## src/rtl/core/lxr_pkg.sv

```systemverilog
// Package: types, character codes and helper functions of the line lexer.
package lxr_pkg;

  localparam int unsigned ColW  = 13;
  localparam int unsigned LineW = 24;
  localparam int unsigned CharW = 8;
  localparam int unsigned KwW   = 32;

  localparam logic [ColW-1:0] MaxLine = ColW'(4096);

  localparam int unsigned FifoDepth = 4;
  localparam int unsigned FifoAw    = $clog2(FifoDepth);
  localparam int unsigned FifoCw    = $clog2(FifoDepth + 1);

  localparam logic [CharW-1:0] CharLowA   = 8'h61;
  localparam logic [CharW-1:0] CharLowZ   = 8'h7A;
  localparam logic [CharW-1:0] CharUpA    = 8'h41;
  localparam logic [CharW-1:0] CharUpZ    = 8'h5A;
  localparam logic [CharW-1:0] CharUscore = 8'h5F;
  localparam logic [CharW-1:0] CharDig0   = 8'h30;
  localparam logic [CharW-1:0] CharDig9   = 8'h39;
  localparam logic [CharW-1:0] CharComma  = 8'h2C;
  localparam logic [CharW-1:0] CharLBrace = 8'h7B;
  localparam logic [CharW-1:0] CharRBrace = 8'h7D;
  localparam logic [CharW-1:0] CharLParen = 8'h28;
  localparam logic [CharW-1:0] CharRParen = 8'h29;
  localparam logic [CharW-1:0] CharPoint  = 8'h2E;
  localparam logic [CharW-1:0] CharSemi   = 8'h3B;
  localparam logic [CharW-1:0] CharColon  = 8'h3A;
  localparam logic [CharW-1:0] CharEqual  = 8'h3D;

  localparam logic [15:0]    KwFn   = 16'h666E;
  localparam logic [KwW-1:0] KwType = 32'h74797065;

  typedef enum logic [3:0] {
    KIND_NAME      = 4'd0,
    KIND_NUMBER    = 4'd1,
    KIND_COMMA     = 4'd2,
    KIND_LBRACE    = 4'd3,
    KIND_RBRACE    = 4'd4,
    KIND_LBRACKET  = 4'd5,
    KIND_RBRACKET  = 4'd6,
    KIND_POINT     = 4'd7,
    KIND_SEMICOLON = 4'd8,
    KIND_COLON     = 4'd9,
    KIND_EQUAL     = 4'd10,
    KIND_FN        = 4'd11,
    KIND_TYPE      = 4'd12
  } tok_kind_e;

  typedef enum logic [1:0] {
    MODE_IDLE = 2'd0,
    MODE_NAME = 2'd1,
    MODE_NUM  = 2'd2
  } scan_mode_e;

  typedef struct packed {
    logic [CharW-1:0] char_code;
    logic             end_of_line;
    logic [LineW-1:0] line_number;
  } char_req_t;

  typedef struct packed {
    tok_kind_e        kind;
    logic [LineW-1:0] line;
    logic [ColW-1:0]  column;
    logic [ColW-1:0]  length;
    logic             last;
  } tok_t;

  typedef struct packed {
    logic [1:0] count;
    tok_t       tok0;
    tok_t       tok1;
  } scan_res_t;

  function automatic logic [ColW-1:0] sat_inc(logic [ColW-1:0] v);
    return (v >= MaxLine) ? MaxLine : v + 1'b1;
  endfunction

  function automatic logic is_symbol(logic [CharW-1:0] c);
    return (c == CharComma) || (c == CharLBrace) || (c == CharRBrace) ||
           (c == CharLParen) || (c == CharRParen) || (c == CharPoint) ||
           (c == CharSemi) || (c == CharColon) || (c == CharEqual);
  endfunction

  function automatic tok_kind_e symbol_kind(logic [CharW-1:0] c);
    tok_kind_e k;
    unique case (c)
      CharComma:  k = KIND_COMMA;
      CharLBrace: k = KIND_LBRACE;
      CharRBrace: k = KIND_RBRACE;
      CharLParen: k = KIND_LBRACKET;
      CharRParen: k = KIND_RBRACKET;
      CharPoint:  k = KIND_POINT;
      CharSemi:   k = KIND_SEMICOLON;
      CharColon:  k = KIND_COLON;
      CharEqual:  k = KIND_EQUAL;
      default:    k = KIND_NAME;
    endcase
    return k;
  endfunction

endpackage

```

## src/rtl/core/lxr_in_if.sv

```systemverilog
// Interface: character request channel into the line lexer.
interface lxr_in_if;
  import lxr_pkg::*;

  logic             valid;
  logic             ready;
  logic [CharW-1:0] char_code;
  logic             end_of_line;
  logic [LineW-1:0] line_number;

  modport source (output valid, output char_code, output end_of_line,
                  output line_number, input ready);
  modport sink   (input valid, input char_code, input end_of_line,
                  input line_number, output ready);
endinterface

```

## src/rtl/core/lxr_out_if.sv

```systemverilog
// Interface: token request channel out of the line lexer.
interface lxr_out_if;
  import lxr_pkg::*;

  logic             valid;
  logic             ready;
  logic [3:0]       token_kind;
  logic [LineW-1:0] token_line;
  logic [ColW-1:0]  token_column;
  logic [ColW-1:0]  token_length;
  logic             last;

  modport source (output valid, output token_kind, output token_line,
                  output token_column, output token_length, output last,
                  input ready);
  modport sink   (input valid, input token_kind, input token_line,
                  input token_column, input token_length, input last,
                  output ready);
endinterface

```

## src/rtl/core/lxr_scan.sv

```systemverilog
// Scanner: per-character token state and up to two tokens per character.
module lxr_scan
  import lxr_pkg::*;
(
  input  logic      clk_i,
  input  logic      rst_ni,
  input  logic      fire_i,
  input  char_req_t req_i,
  output scan_res_t res_o
);

  scan_mode_e       mode_q, mode_d;
  logic [ColW-1:0]  col_q, col_d;
  logic [ColW-1:0]  start_q, start_d;
  logic [ColW-1:0]  len_q, len_d;
  logic [LineW-1:0] line_q, line_d;
  logic [KwW-1:0]   kw_q, kw_d;

  logic             pend;
  tok_t             flush_tok;
  tok_t             sym_tok;
  logic [ColW-1:0]  col_inc;
  scan_mode_e       cls;
  logic [CharW-1:0] c;

  assign c       = req_i.char_code;
  assign col_inc = sat_inc(col_q);
  assign pend    = (mode_q == MODE_NAME) || (mode_q == MODE_NUM);

  always_comb begin
    if (((c >= CharLowA) && (c <= CharLowZ)) || ((c >= CharUpA) && (c <= CharUpZ)) ||
        (c == CharUscore)) begin
      cls = MODE_NAME;
    end else if ((c >= CharDig0) && (c <= CharDig9)) begin
      cls = MODE_NUM;
    end else begin
      cls = MODE_IDLE;
    end
  end

  always_comb begin
    flush_tok        = '0;
    flush_tok.line   = line_q;
    flush_tok.column = start_q;
    flush_tok.length = len_q;
    priority if (mode_q == MODE_NUM) begin
      flush_tok.kind = KIND_NUMBER;
    end else if ((len_q == ColW'(2)) && (kw_q[15:0] == KwFn)) begin
      flush_tok.kind = KIND_FN;
    end else if ((len_q == ColW'(4)) && (kw_q == KwType)) begin
      flush_tok.kind = KIND_TYPE;
    end else begin
      flush_tok.kind = KIND_NAME;
    end

    sym_tok        = '0;
    sym_tok.kind   = symbol_kind(c);
    sym_tok.line   = req_i.line_number;
    sym_tok.column = col_inc;
    sym_tok.length = ColW'(1);
  end

  always_comb begin
    mode_d  = mode_q;
    col_d   = col_q;
    start_d = start_q;
    len_d   = len_q;
    line_d  = line_q;
    kw_d    = kw_q;
    res_o   = '0;

    if (req_i.end_of_line) begin
      col_d  = '0;
      mode_d = MODE_IDLE;
      if (pend) begin
        res_o.count = 2'd1;
        res_o.tok0  = flush_tok;
      end
    end else begin
      col_d = col_inc;
      if ((cls != MODE_IDLE) && (cls == mode_q)) begin
        len_d = sat_inc(len_q);
        kw_d  = {kw_q[KwW-CharW-1:0], c};
      end else begin
        mode_d = cls;
        if (cls != MODE_IDLE) begin
          start_d = col_inc;
          len_d   = ColW'(1);
          line_d  = req_i.line_number;
          kw_d    = KwW'(c);
        end
        if (pend && (cls == MODE_IDLE) && is_symbol(c)) begin
          res_o.count = 2'd2;
          res_o.tok0  = flush_tok;
          res_o.tok1  = sym_tok;
        end else if (pend) begin
          res_o.count = 2'd1;
          res_o.tok0  = flush_tok;
        end else if ((cls == MODE_IDLE) && is_symbol(c)) begin
          res_o.count = 2'd1;
          res_o.tok0  = sym_tok;
        end
      end
    end

    unique case (res_o.count)
      2'd1:    res_o.tok0.last = 1'b1;
      2'd2:    res_o.tok1.last = 1'b1;
      default: ;
    endcase
  end

  always_ff @(posedge clk_i or negedge rst_ni) begin
    if (!rst_ni) begin
      mode_q  <= MODE_IDLE;
      col_q   <= '0;
      start_q <= '0;
      len_q   <= '0;
      line_q  <= '0;
      kw_q    <= '0;
    end else if (fire_i) begin
      mode_q  <= mode_d;
      col_q   <= col_d;
      start_q <= start_d;
      len_q   <= len_d;
      line_q  <= line_d;
      kw_q    <= kw_d;
    end
  end

endmodule

```

## src/rtl/core/line_lexer_top.sv

```systemverilog
// Top level: input register, scanner and token queue of the line lexer.
//
// Usage: source characters enter on in_i, one request per character or
// end-of-line marker; tokens leave on out_o with kind, line, column,
// length and a last flag on the final token a request causes.
// Both channels use valid/ready; a request moves when both are high.
// An accepted character waits in the input register and is scanned from it
// once the queue has room; its tokens are written into a four-entry queue
// and the first token is offered from the queue registers.
// Throughput: one character per cycle while the queue has room. The queue
// drains one token per cycle while out_o.ready is high, and a character
// that gives two tokens fills two entries; the scanner proceeds while the
// queue has room for two tokens. When the receiver stalls, the queue fills
// and in_i.ready drops once the input register holds a character that
// cannot be scanned. Reset clears the scan state (no pending token, column
// zero), the valid flag of the input register and the queue.
module line_lexer_top
  import lxr_pkg::*;
(
  input  logic      clk_i,
  input  logic      rst_ni,
  lxr_in_if.sink    in_i,
  lxr_out_if.source out_o
);

  logic              s1_valid_q;
  char_req_t         s1_q;
  logic              fire;
  logic              pop;
  scan_res_t         res;

  tok_t              mem_q [FifoDepth];
  logic [FifoAw-1:0] wptr_q, rptr_q;
  logic [FifoCw-1:0] cnt_q;
  tok_t              head;

  assign fire       = s1_valid_q && (cnt_q <= FifoCw'(FifoDepth - 2));
  assign in_i.ready = !s1_valid_q || fire;

  always_ff @(posedge clk_i or negedge rst_ni) begin
    if (!rst_ni) begin
      s1_valid_q <= 1'b0;
    end else if (in_i.ready) begin
      s1_valid_q <= in_i.valid;
    end
  end

  always_ff @(posedge clk_i) begin
    if (in_i.ready && in_i.valid) begin
      s1_q.char_code   <= in_i.char_code;
      s1_q.end_of_line <= in_i.end_of_line;
      s1_q.line_number <= in_i.line_number;
    end
  end

  lxr_scan u_scan (
    .clk_i  (clk_i),
    .rst_ni (rst_ni),
    .fire_i (fire),
    .req_i  (s1_q),
    .res_o  (res)
  );

  assign pop = out_o.valid && out_o.ready;

  always_ff @(posedge clk_i or negedge rst_ni) begin
    if (!rst_ni) begin
      wptr_q <= '0;
      rptr_q <= '0;
      cnt_q  <= '0;
    end else begin
      if (fire) begin
        wptr_q <= wptr_q + FifoAw'(res.count);
      end
      if (pop) begin
        rptr_q <= rptr_q + 1'b1;
      end
      cnt_q <= cnt_q + (fire ? FifoCw'(res.count) : FifoCw'(0)) - FifoCw'(pop);
    end
  end

  always_ff @(posedge clk_i) begin
    if (fire && (res.count != 2'd0)) begin
      mem_q[wptr_q] <= res.tok0;
    end
    if (fire && (res.count == 2'd2)) begin
      mem_q[wptr_q + 1'b1] <= res.tok1;
    end
  end

  assign head               = mem_q[rptr_q];
  assign out_o.valid        = (cnt_q != '0);
  assign out_o.token_kind   = head.kind;
  assign out_o.token_line   = head.line;
  assign out_o.token_column = head.column;
  assign out_o.token_length = head.length;
  assign out_o.last         = head.last;

  a_cnt_bound: assert property (@(posedge clk_i) disable iff (!rst_ni)
    cnt_q <= FifoCw'(FifoDepth))
    else $error("token queue count beyond depth");

  a_eol_single: assert property (@(posedge clk_i) disable iff (!rst_ni)
    (fire && s1_q.end_of_line) |-> (res.count != 2'd2))
    else $error("end of line produced two tokens");

  a_pair_last: assert property (@(posedge clk_i) disable iff (!rst_ni)
    (fire && (res.count == 2'd2)) |-> (!res.tok0.last && res.tok1.last))
    else $error("last flag misplaced on token pair");

  a_push_visible: assert property (@(posedge clk_i) disable iff (!rst_ni)
    (fire && (res.count != 2'd0)) |=> out_o.valid)
    else $error("pushed token not offered");

endmodule
```

## src/flat_wrapper.sv

```systemverilog
// flat-port wrapper written by rule: the top's interface ports become plain ports
module line_lexer_top_flat import lxr_pkg::*;
  (clk_i, rst_ni, in_i_valid, in_i_char_code, in_i_end_of_line, in_i_line_number, in_i_ready, out_o_valid, out_o_token_kind, out_o_token_line, out_o_token_column, out_o_token_length, out_o_last, out_o_ready);
  lxr_in_if in_i_i ();
  lxr_out_if out_o_i ();
  input  logic clk_i;
  input  logic rst_ni;
  input wire logic [$bits(in_i_i.valid)-1:0] in_i_valid;
  input wire logic [$bits(in_i_i.char_code)-1:0] in_i_char_code;
  input wire logic [$bits(in_i_i.end_of_line)-1:0] in_i_end_of_line;
  input wire logic [$bits(in_i_i.line_number)-1:0] in_i_line_number;
  output wire logic [$bits(in_i_i.ready)-1:0] in_i_ready;
  output wire logic [$bits(out_o_i.valid)-1:0] out_o_valid;
  output wire logic [$bits(out_o_i.token_kind)-1:0] out_o_token_kind;
  output wire logic [$bits(out_o_i.token_line)-1:0] out_o_token_line;
  output wire logic [$bits(out_o_i.token_column)-1:0] out_o_token_column;
  output wire logic [$bits(out_o_i.token_length)-1:0] out_o_token_length;
  output wire logic [$bits(out_o_i.last)-1:0] out_o_last;
  input wire logic [$bits(out_o_i.ready)-1:0] out_o_ready;
  assign in_i_i.valid = in_i_valid;
  assign in_i_i.char_code = in_i_char_code;
  assign in_i_i.end_of_line = in_i_end_of_line;
  assign in_i_i.line_number = in_i_line_number;
  assign in_i_ready = in_i_i.ready;
  assign out_o_valid = out_o_i.valid;
  assign out_o_token_kind = out_o_i.token_kind;
  assign out_o_token_line = out_o_i.token_line;
  assign out_o_token_column = out_o_i.token_column;
  assign out_o_token_length = out_o_i.token_length;
  assign out_o_last = out_o_i.last;
  assign out_o_i.ready = out_o_ready;
  line_lexer_top u_core (.clk_i(clk_i), .rst_ni(rst_ni), .in_i(in_i_i), .out_o(out_o_i));
endmodule
```

## config.mk

```make
export PLATFORM = sky130hd
export DESIGN_NAME = line_lexer_top_flat
export DESIGN_NICKNAME = d
export VERILOG_FILES = /design/src/rtl/core/lxr_pkg.sv /design/src/rtl/core/lxr_in_if.sv /design/src/rtl/core/lxr_out_if.sv /design/src/rtl/core/lxr_scan.sv /design/src/rtl/core/line_lexer_top.sv /design/src/flat_wrapper.sv
export SDC_FILE = /design/constraint.sdc
export NUM_CORES = 1
export LEC_CHECK = 0
export ABC_CLOCK_PERIOD_IN_PS = 4600
export BUFFER_PORTS_ARGS = -buffer_cell sky130_fd_sc_hd__buf_2
export CAP_MARGIN = 20
export CELL_PAD_IN_SITES_DETAIL_PLACEMENT = 2
export CELL_PAD_IN_SITES_GLOBAL_PLACEMENT = 2
export CORE_MARGIN = 2
export CORE_UTILIZATION = 25
export CTS_BUF_LIST = sky130_fd_sc_hd__clkbuf_4
export DETAILED_ROUTE_END_ITERATION = 6
export GPL_TIMING_DRIVEN = 0
export PLACE_DENSITY = 0.55
export SYNTH_ARGS = -nofsm -noshare
export SYNTH_HDL_FRONTEND = slang
export SYNTH_SLANG_ARGS = --single-unit
```

## constraint.sdc

```tcl
create_clock -name clk_i -period 4.6 [get_ports clk_i]
set_input_delay 0.92 -clock clk_i [delete_from_list [all_inputs] [get_ports clk_i]]
set_output_delay 0.92 -clock clk_i [all_outputs]
set_load 0.005 [all_outputs]
```

==> results of run 1 <==
power groups by stage:
| stage | logic (mW) | registers [mW] | clock network [mW] |
|---|---|---|---|
| floorplan | 1.65 | 4.10 | 0 |
| global placement | 2.79 | 4.23 | 0 |
| detailed placement | 2.88 | 4.25 | 0 |
| CTS | 2.89 | 4.19 | 3.37 |
| global route | 3.07 | 4.25 | 3.52 |
| finish | 2.81 | 4.19 | 3.25 |
state kept, by name, summed over array words and instances, names as in the netlist:
signal,cells
u_core.u_scan.start_q,13
u_core.u_scan.mode_q,2
u_core.s1_valid_q,1
u_core.cnt_q,3
u_core.s1_q,33
u_core.u_scan.kw_q,32
u_core.rptr_q,2
u_core.wptr_q,2
u_core.u_scan.len_q,13
u_core.u_scan.line_q,24
u_core.u_scan.col_q,13
u_core.mem_q,220
cells in the final DEF (no fill, tap or decap), types with 10 or more instances in the layout:
cell type | synthesis | routed
nand3_1 | 61 | 61
o22ai_1 | 33 | 33
o21ai_0 | 64 | 64
xnor2_1 | 10 | 10
nand2b_1 | 11 | 11
a22o_1 | 84 | 84
dfxtp_1 | 48 | 48
nor3_1 | 17 | 16
clkbuf_4 | 0 | 159
nand2_1 | 101 | 99
clkinv_1 | 0 | 27
buf_2 | 26 | 118
xor2_1 | 16 | 16
nor2_1 | 30 | 30
mux4_2 | 55 | 55
clkbuf_1 | 57 | 56
ha_1 | 10 | 10
dfrtp_1 | 105 | 105
edfxtp_1 | 205 | 205
mux2_2 | 34 | 34
a32o_1 | 78 | 78
inv_1 | 19 | 17
worst min-delay path by stage:
stage,from,end,slack (ns),depth (start not counted)
5_1_grt,in_i_line_number[21],u_core.s1_q[21],0.09,1
3_5_place_dp,u_core.mem_q[3][11],u_core.mem_q[3][11],0.44,2
4_1_cts,in_i_line_number[22],u_core.s1_q[22],0.10,1
2_1_floorplan,u_core.mem_q[3][10],u_core.mem_q[3][10],0.43,2
6_report,in_i_line_number[22],u_core.s1_q[22],0.18,1
3_3_place_gp,u_core.mem_q[3][11],u_core.mem_q[3][11],0.44,2
timing repair:
item / CTS / global route
gates resized for setup: 4 / 2
endpoints found under the hold margin: 8 / 0
setup endpoints to repair: 27 / 9
hold buffers: 1 / 0
per-layer routing:
layer,vias up,global-route usage,share of wire
met5,-,0,0
met4,0,0.04849,0.021
met3,95,0.03837,0.048
met2,330,0.2952,0.49
met1,6302,0.2235,0.44
li1,5275,-,-
stage by stage:
| stage | cells | setup TNS, ns | instance area (um^2) |
|---|---|---|---|
| after CTS | 2352 | 0 | 19360 |
| after global placement | 2153 | -133.06 | 17780 |
| after floorplan | 1205 | 0 | 16250 |
| after global routing | 2359 | -0.1116 | 19380 |
| after detailed placement | 2158 | 0 | 17910 |
| final | 2359 | 0 | 19380 |
cell type report:
type	count	area, um^2	share of cell area
Multi-Input combinational cell	729	6010	0.3101
Buffer	98	457.9	0.02363
Clock inverter	35	232.7	0.01201
Tap cell	855	1070	0.05520
Clock buffer	159	1194	0.06159
Antenna cell	7	17.52	0.0009038
Inverter	19	71.32	0.003680
Sequential cell	358	9744	0.5028
Timing Repair Buffer	99	584.3	0.03015
worst max-delay path, stage by stage (launching register included):
cell	delay [ns]
dfrtp_1	0.40
clkdlybuf4s15_2	0.54
clkdlybuf4s15_2	0.80
mux4_2	0.68
buf_2	0.16
cells by family after synthesis:
family	count (synthesis)	synth area share
multiplexers	89	0.09979
XOR/XNOR	26	0.01401
adder cells (fa/ha/maj)	11	0.008932
flip-flops	358	0.5997
AND/OR/NAND/NOR	295	0.09486
AO/OA/AOI/OAI	308	0.1509
buffers and inverters	118	0.03180
==> impl_metrics.csv, run 1 <==
group,metric,value,unit
power,p_comb_frac,0.274,
worst_setup_path,crit_path_start_kind,"register",
die,initial_core_util,0.2525,
timing,max_clock_freq,226.1,MHz
clock_network,clk_pin_slew,0.06,ns
clock_network,cts_tree,"yes",
routing,drt-initial-drc-count,610,
routing,wl_per_cell,24.72,um
worst_setup_path,rr_startpoint,"u_core.cnt_q[2]",
place,dp_hpwl,38950,um
timing,fin_crit,4.423,ns
worst_setup_path,required,3.68,ns
power,power_switching_share,0.3490,
run,max-cap-violations,0,
synthesis,synthTopCellsByArea,"edfxtp_1, dfrtp_1, mux4_2",
worst_setup_path,cp.arrival,3.50,ns
outcome,outcome,"complete, no violations",
worst_setup_path,critPathKind,"register to output port",
die,chipHeight,258.9,um
synthesis,synth_top_area_frac,0.3788,
timing,slew_headroom,0.2529,
synthesis,synth_enable_flop_cells,205,
synthesis,ys_ff_latch,358,
timing,slew_viol_final,0,
timing,fin_ws,0.1767,ns
timing,hold_violations,0,
synthesis,ys.flop_type,"edfxtp_1",
synthesis,yosys.cell_types.count,68,
power,power_leakage,7.086,nW
worst_setup_path,reg2reg_depth,5,
worst_setup_path,crit_path_start,"u_core.rptr_q[0]",
routing,vias,12000,
synthesis,syn_inst,1205,
final_layout,area_growth,19.27,%
place,numPortBuffers,93,
power,p_total,10.25,mW
worst_setup_path,r2r_slack,0.40,ns
final_layout,drive_gt1_frac,0.2792,
die,core-area,64350,um^2
synthesis,async_reset_ff_frac,0.2933,
final_layout,utilization,0.3012,
final_layout,nets,1457,
power,switchingPower,3.577,mW
clock_network,clockBufferDepth,3,
global_route,grt.total_usage,0.1743,
synthesis,synth_nets,1253,
die,die-area,67050,um^2
timing,final.setup_skew,0.07387,ns
global_route,grt_max_degree,57,
power,seq_power_share,0.409,
timing,tightest_slew,1.118,ns
synthesis,synth_top_cell_by_area,"edfxtp_1",
worst_setup_path,cp-endpoint,"out_o_token_kind[2]",
timing,timing.hold.ws,0.1813,ns
worst_setup_path,cp-end-kind,"output port",
synthesis,syn-cell-area,16250,um^2
synthesis,avgSynthCellArea,13.48,um^2
die,ios,94,
routing,drtAntennaViolNets,0,
power,ir_worst_vdd,0.2394,mV
final_layout,fillers,6870,
clock_network,postCtsSetupRepairBufs,0,
power,power.density,528.8,nW/um^2
power,p_clk_frac,0.317,
global_route,grt_pass1_vias,13090,
routing,drc,0,
routing,dr.pass1.iters,4,
clock_network,clock_sink_count,358,
synthesis,ys_warn_count,0,
synthesis,synth-seq-area-share,0.5997,
worst_setup_path,path_max_fanout,19,
clock_network,root_buffer,"clkbuf_4",
global_route,grt_pass1_wl,87170,um
synthesis,synthTopCellsByCount,"edfxtp_1, dfrtp_1, nand2_1",
global_route,grt-ovfl-total,0,
power,p_int,6.672,mW
synthesis,yosysMostFrequentCell,"edfxtp_1",
global_route,antenna_found_initial,2,
clock_network,cts_buffers,104,
timing,period_share,0.9616,
die,die_x,258.9,um
timing,setup_violations,0,
die,rows,93,
place,place_congestion,0.7515,
clock_network,htree_levels,3,
routing,routed_wl,58320,um
worst_setup_path,regToRegEndpoint,"u_core.mem_q[2][31]",
place,pre_cts_slack,0.3071,ns
routing,avgViaCountPerCell,5.088,
clock_network,clk_latency,0.92,ns
min_path,min_path_type,"input pin to register",
Note: power is estimated with default switching activity, not from simulation.
==> run 2, diff against run 1 <==
--- a/config.mk
+++ b/config.mk
@@ -5,12 +5,11 @@
 export SDC_FILE = /design/constraint.sdc
 export NUM_CORES = 1
 export LEC_CHECK = 0
-export ABC_CLOCK_PERIOD_IN_PS = 4600
+export ABC_CLOCK_PERIOD_IN_PS = 5300
 export BUFFER_PORTS_ARGS = -buffer_cell sky130_fd_sc_hd__buf_2
 export CAP_MARGIN = 20
 export CELL_PAD_IN_SITES_DETAIL_PLACEMENT = 2
 export CELL_PAD_IN_SITES_GLOBAL_PLACEMENT = 2
-export CORE_MARGIN = 2
 export CORE_UTILIZATION = 25
 export CTS_BUF_LIST = sky130_fd_sc_hd__clkbuf_4
 export DETAILED_ROUTE_END_ITERATION = 6
==> constraint.sdc (replaced) <==
create_clock -name clk_i -period 5.3 [get_ports clk_i]
set_input_delay 1.06 -clock clk_i [delete_from_list [all_inputs] [get_ports clk_i]]
set_output_delay 1.06 -clock clk_i [all_outputs]
set_load 0.005 [all_outputs]
==> impl_metrics.csv, run 2 (synthesis results as in run 1) <==
group,metric,value,unit
outcome,outcome,"complete, no violations",
run,max-cap-violations,0,
clock_network,cts_hold_buf,0,
worst_setup_path,cp.arrival,3.84,ns
power,power_leakage,7.069,nW
routing,dr.pass1.iters,5,
worst_setup_path,required,4.24,ns
routing,drt-initial-drc-count,561,
timing,rsz0062_at_grt,"false",
routing,avgViaCountPerCell,5.092,
worst_setup_path,reg2reg_depth,7,
global_route,grt_pass1_wl,87870,um
timing,setup_violations,0,
clock_network,root_buffer,"clkbuf_4",
clock_network,cts_buffers,105,
final_layout,utilization,0.3003,
timing,slew_headroom,0.2545,
timing,finalSetupTns,0,ns
power,p_total,8.821,mW
clock_network,cts_tree,"yes",
clock_network,cts-resized-gates,0,
final_layout,nets,1460,
die,core-area,64350,um^2
global_route,antenna_found_initial,2,
clock_network,postCtsSetupRepairBufs,0,
timing,fin_crit,4.903,ns
global_route,grt_pass1_vias,13360,
global_route,grt.total_usage,0.1785,
final_layout,top_regs,"u_core.mem_q: 220 flops, u_core.s1_q: 33 flops, u_core.u_scan.kw_q: 32 flops",
final_layout,regMostFlops,"u_core.mem_q",
die,die_x,256.9,um
final_layout,fillers,6831,
place,place_congestion,0.7583,
power,power.density,456.4,nW/um^2
routing,drtAntennaViolNets,0,
die,chipHeight,256.9,um
place,dp_hpwl,39110,um
worst_setup_path,critPathKind,"register to output port",
die,initial_core_util,0.2525,
timing,period_share,0.9252,
die,die-area,66020,um^2
worst_setup_path,rr_startpoint,"u_core.u_scan.mode_q[0]",
worst_setup_path,regToRegEndpoint,"u_core.mem_q[2][34]",
place,numPortBuffers,93,
routing,wl_per_cell,24.85,um
worst_setup_path,crit_path_start_kind,"register",
routing,drc,0,
clock_network,clockBufferDepth,3,
clock_network,clk_pin_slew,0.07,ns
clock_network,clock_sink_count,358,
timing,max_clock_freq,203.9,MHz
routing,routed_wl,58400,um
die,rows,93,
worst_setup_path,cp-end-kind,"output port",
clock_network,clk_latency,0.91,ns
power,ir_worst_vdd,0.2173,mV
final_layout,drive_gt1_frac,0.2786,
worst_setup_path,path_max_fanout,12,
final_layout,layout_common_cells,"edfxtp_1, clkbuf_4, buf_2",
worst_setup_path,r2r_slack,1.15,ns
min_path,min_path_type,"input pin to asynchronous set/reset pin",
timing,hold_violations,0,
final_layout,largest_reg_flops,220,
timing,slew_viol_final,0,
clock_network,htree_levels,3,
timing,tightest_slew,1.116,ns
timing,final.setup_skew,0.1084,ns
final_layout,area_growth,18.93,%
global_route,grt_max_degree,76,
final_layout,mostFrequentLayoutCell,"edfxtp_1",
routing,vias,11970,
global_route,grt-ovfl-total,0,
die,ios,94,
-- run 2: how the worst max path moves through the flow --
stage | start | end | slack [ns] | depth (start not counted)
2_1_floorplan | u_core.s1_q[28] | u_core.mem_q[0][0] | 1.87 | 8
3_3_place_gp | u_core.s1_q[25] | u_core.mem_q[3][18] | -0.28 | 8
3_5_place_dp | u_core.rptr_q[0] | out_o_token_length[11] | 0.82 | 5
4_1_cts | u_core.rptr_q[0] | out_o_token_length[10] | 0.17 | 4
5_1_grt | u_core.rptr_q[0] | out_o_token_length[10] | 0.05 | 4
6_report | u_core.rptr_q[0] | out_o_token_length[10] | 0.40 | 4
-- run 2: stage by stage --
| step | area [um^2] | worst slack (ns) | hold WS (ns) | std cells |
|---|---|---|---|---|
| after global routing | 19320 | 0.04699 | 0.03725 | 2349 |
| final | 19320 | 0.3966 | 0.09665 | 2350 |
| after global placement | 17780 | -0.2800 | 0.4388 | 2153 |
| after floorplan | 16250 | 1.868 | 0.4252 | 1205 |
| after CTS | 19270 | 0.1685 | 0.02197 | 2344 |
| after detailed placement | 17900 | 0.8244 | 0.4528 | 2157 |
-- run 2: layout make-up --
class / count / area, um^2 / share of cell area
tap: 855 / 1070 / 0.05536
sequential: 358 / 9744 / 0.5042
buffer: 98 / 441.7 / 0.02286
multi-input combinational: 729 / 6010 / 0.3110
inverter: 19 / 71.32 / 0.003691
antenna: 2 / 5.005 / 0.0002590
timing repair buffer: 101 / 609.3 / 0.03153
clock inverter: 28 / 172.7 / 0.008935
clock buffer: 160 / 1201 / 0.06216
-- run 2: worst max-delay path, stage by stage, from the launching register on --
cell and delay [ns]:
dfrtp_1 0.91, buf_1 0.80, clkbuf_1 0.64, mux4_2 0.48, buf_2 0.16
-- run 2: layer usage --
layer | track usage | routed length (um)
met5 | 0 | 0
met4 | 0.06085 | 1487
met3 | 0.03556 | 2442
met2 | 0.2974 | 28450
met1 | 0.2303 | 26020
-- run 2: where the power goes --
| part | switching (mW) | internal (mW) | leakage [nW] | total, mW |
|---|---|---|---|---|
| logic | 1.43 | 0.996 | 2.58 | 2.43 |
| registers | 0.370 | 3.29 | 3.67 | 3.66 |
| clock network | 1.27 | 1.46 | 0.813 | 2.73 |
| total | 3.07 | 5.75 | 7.07 | 8.82 |
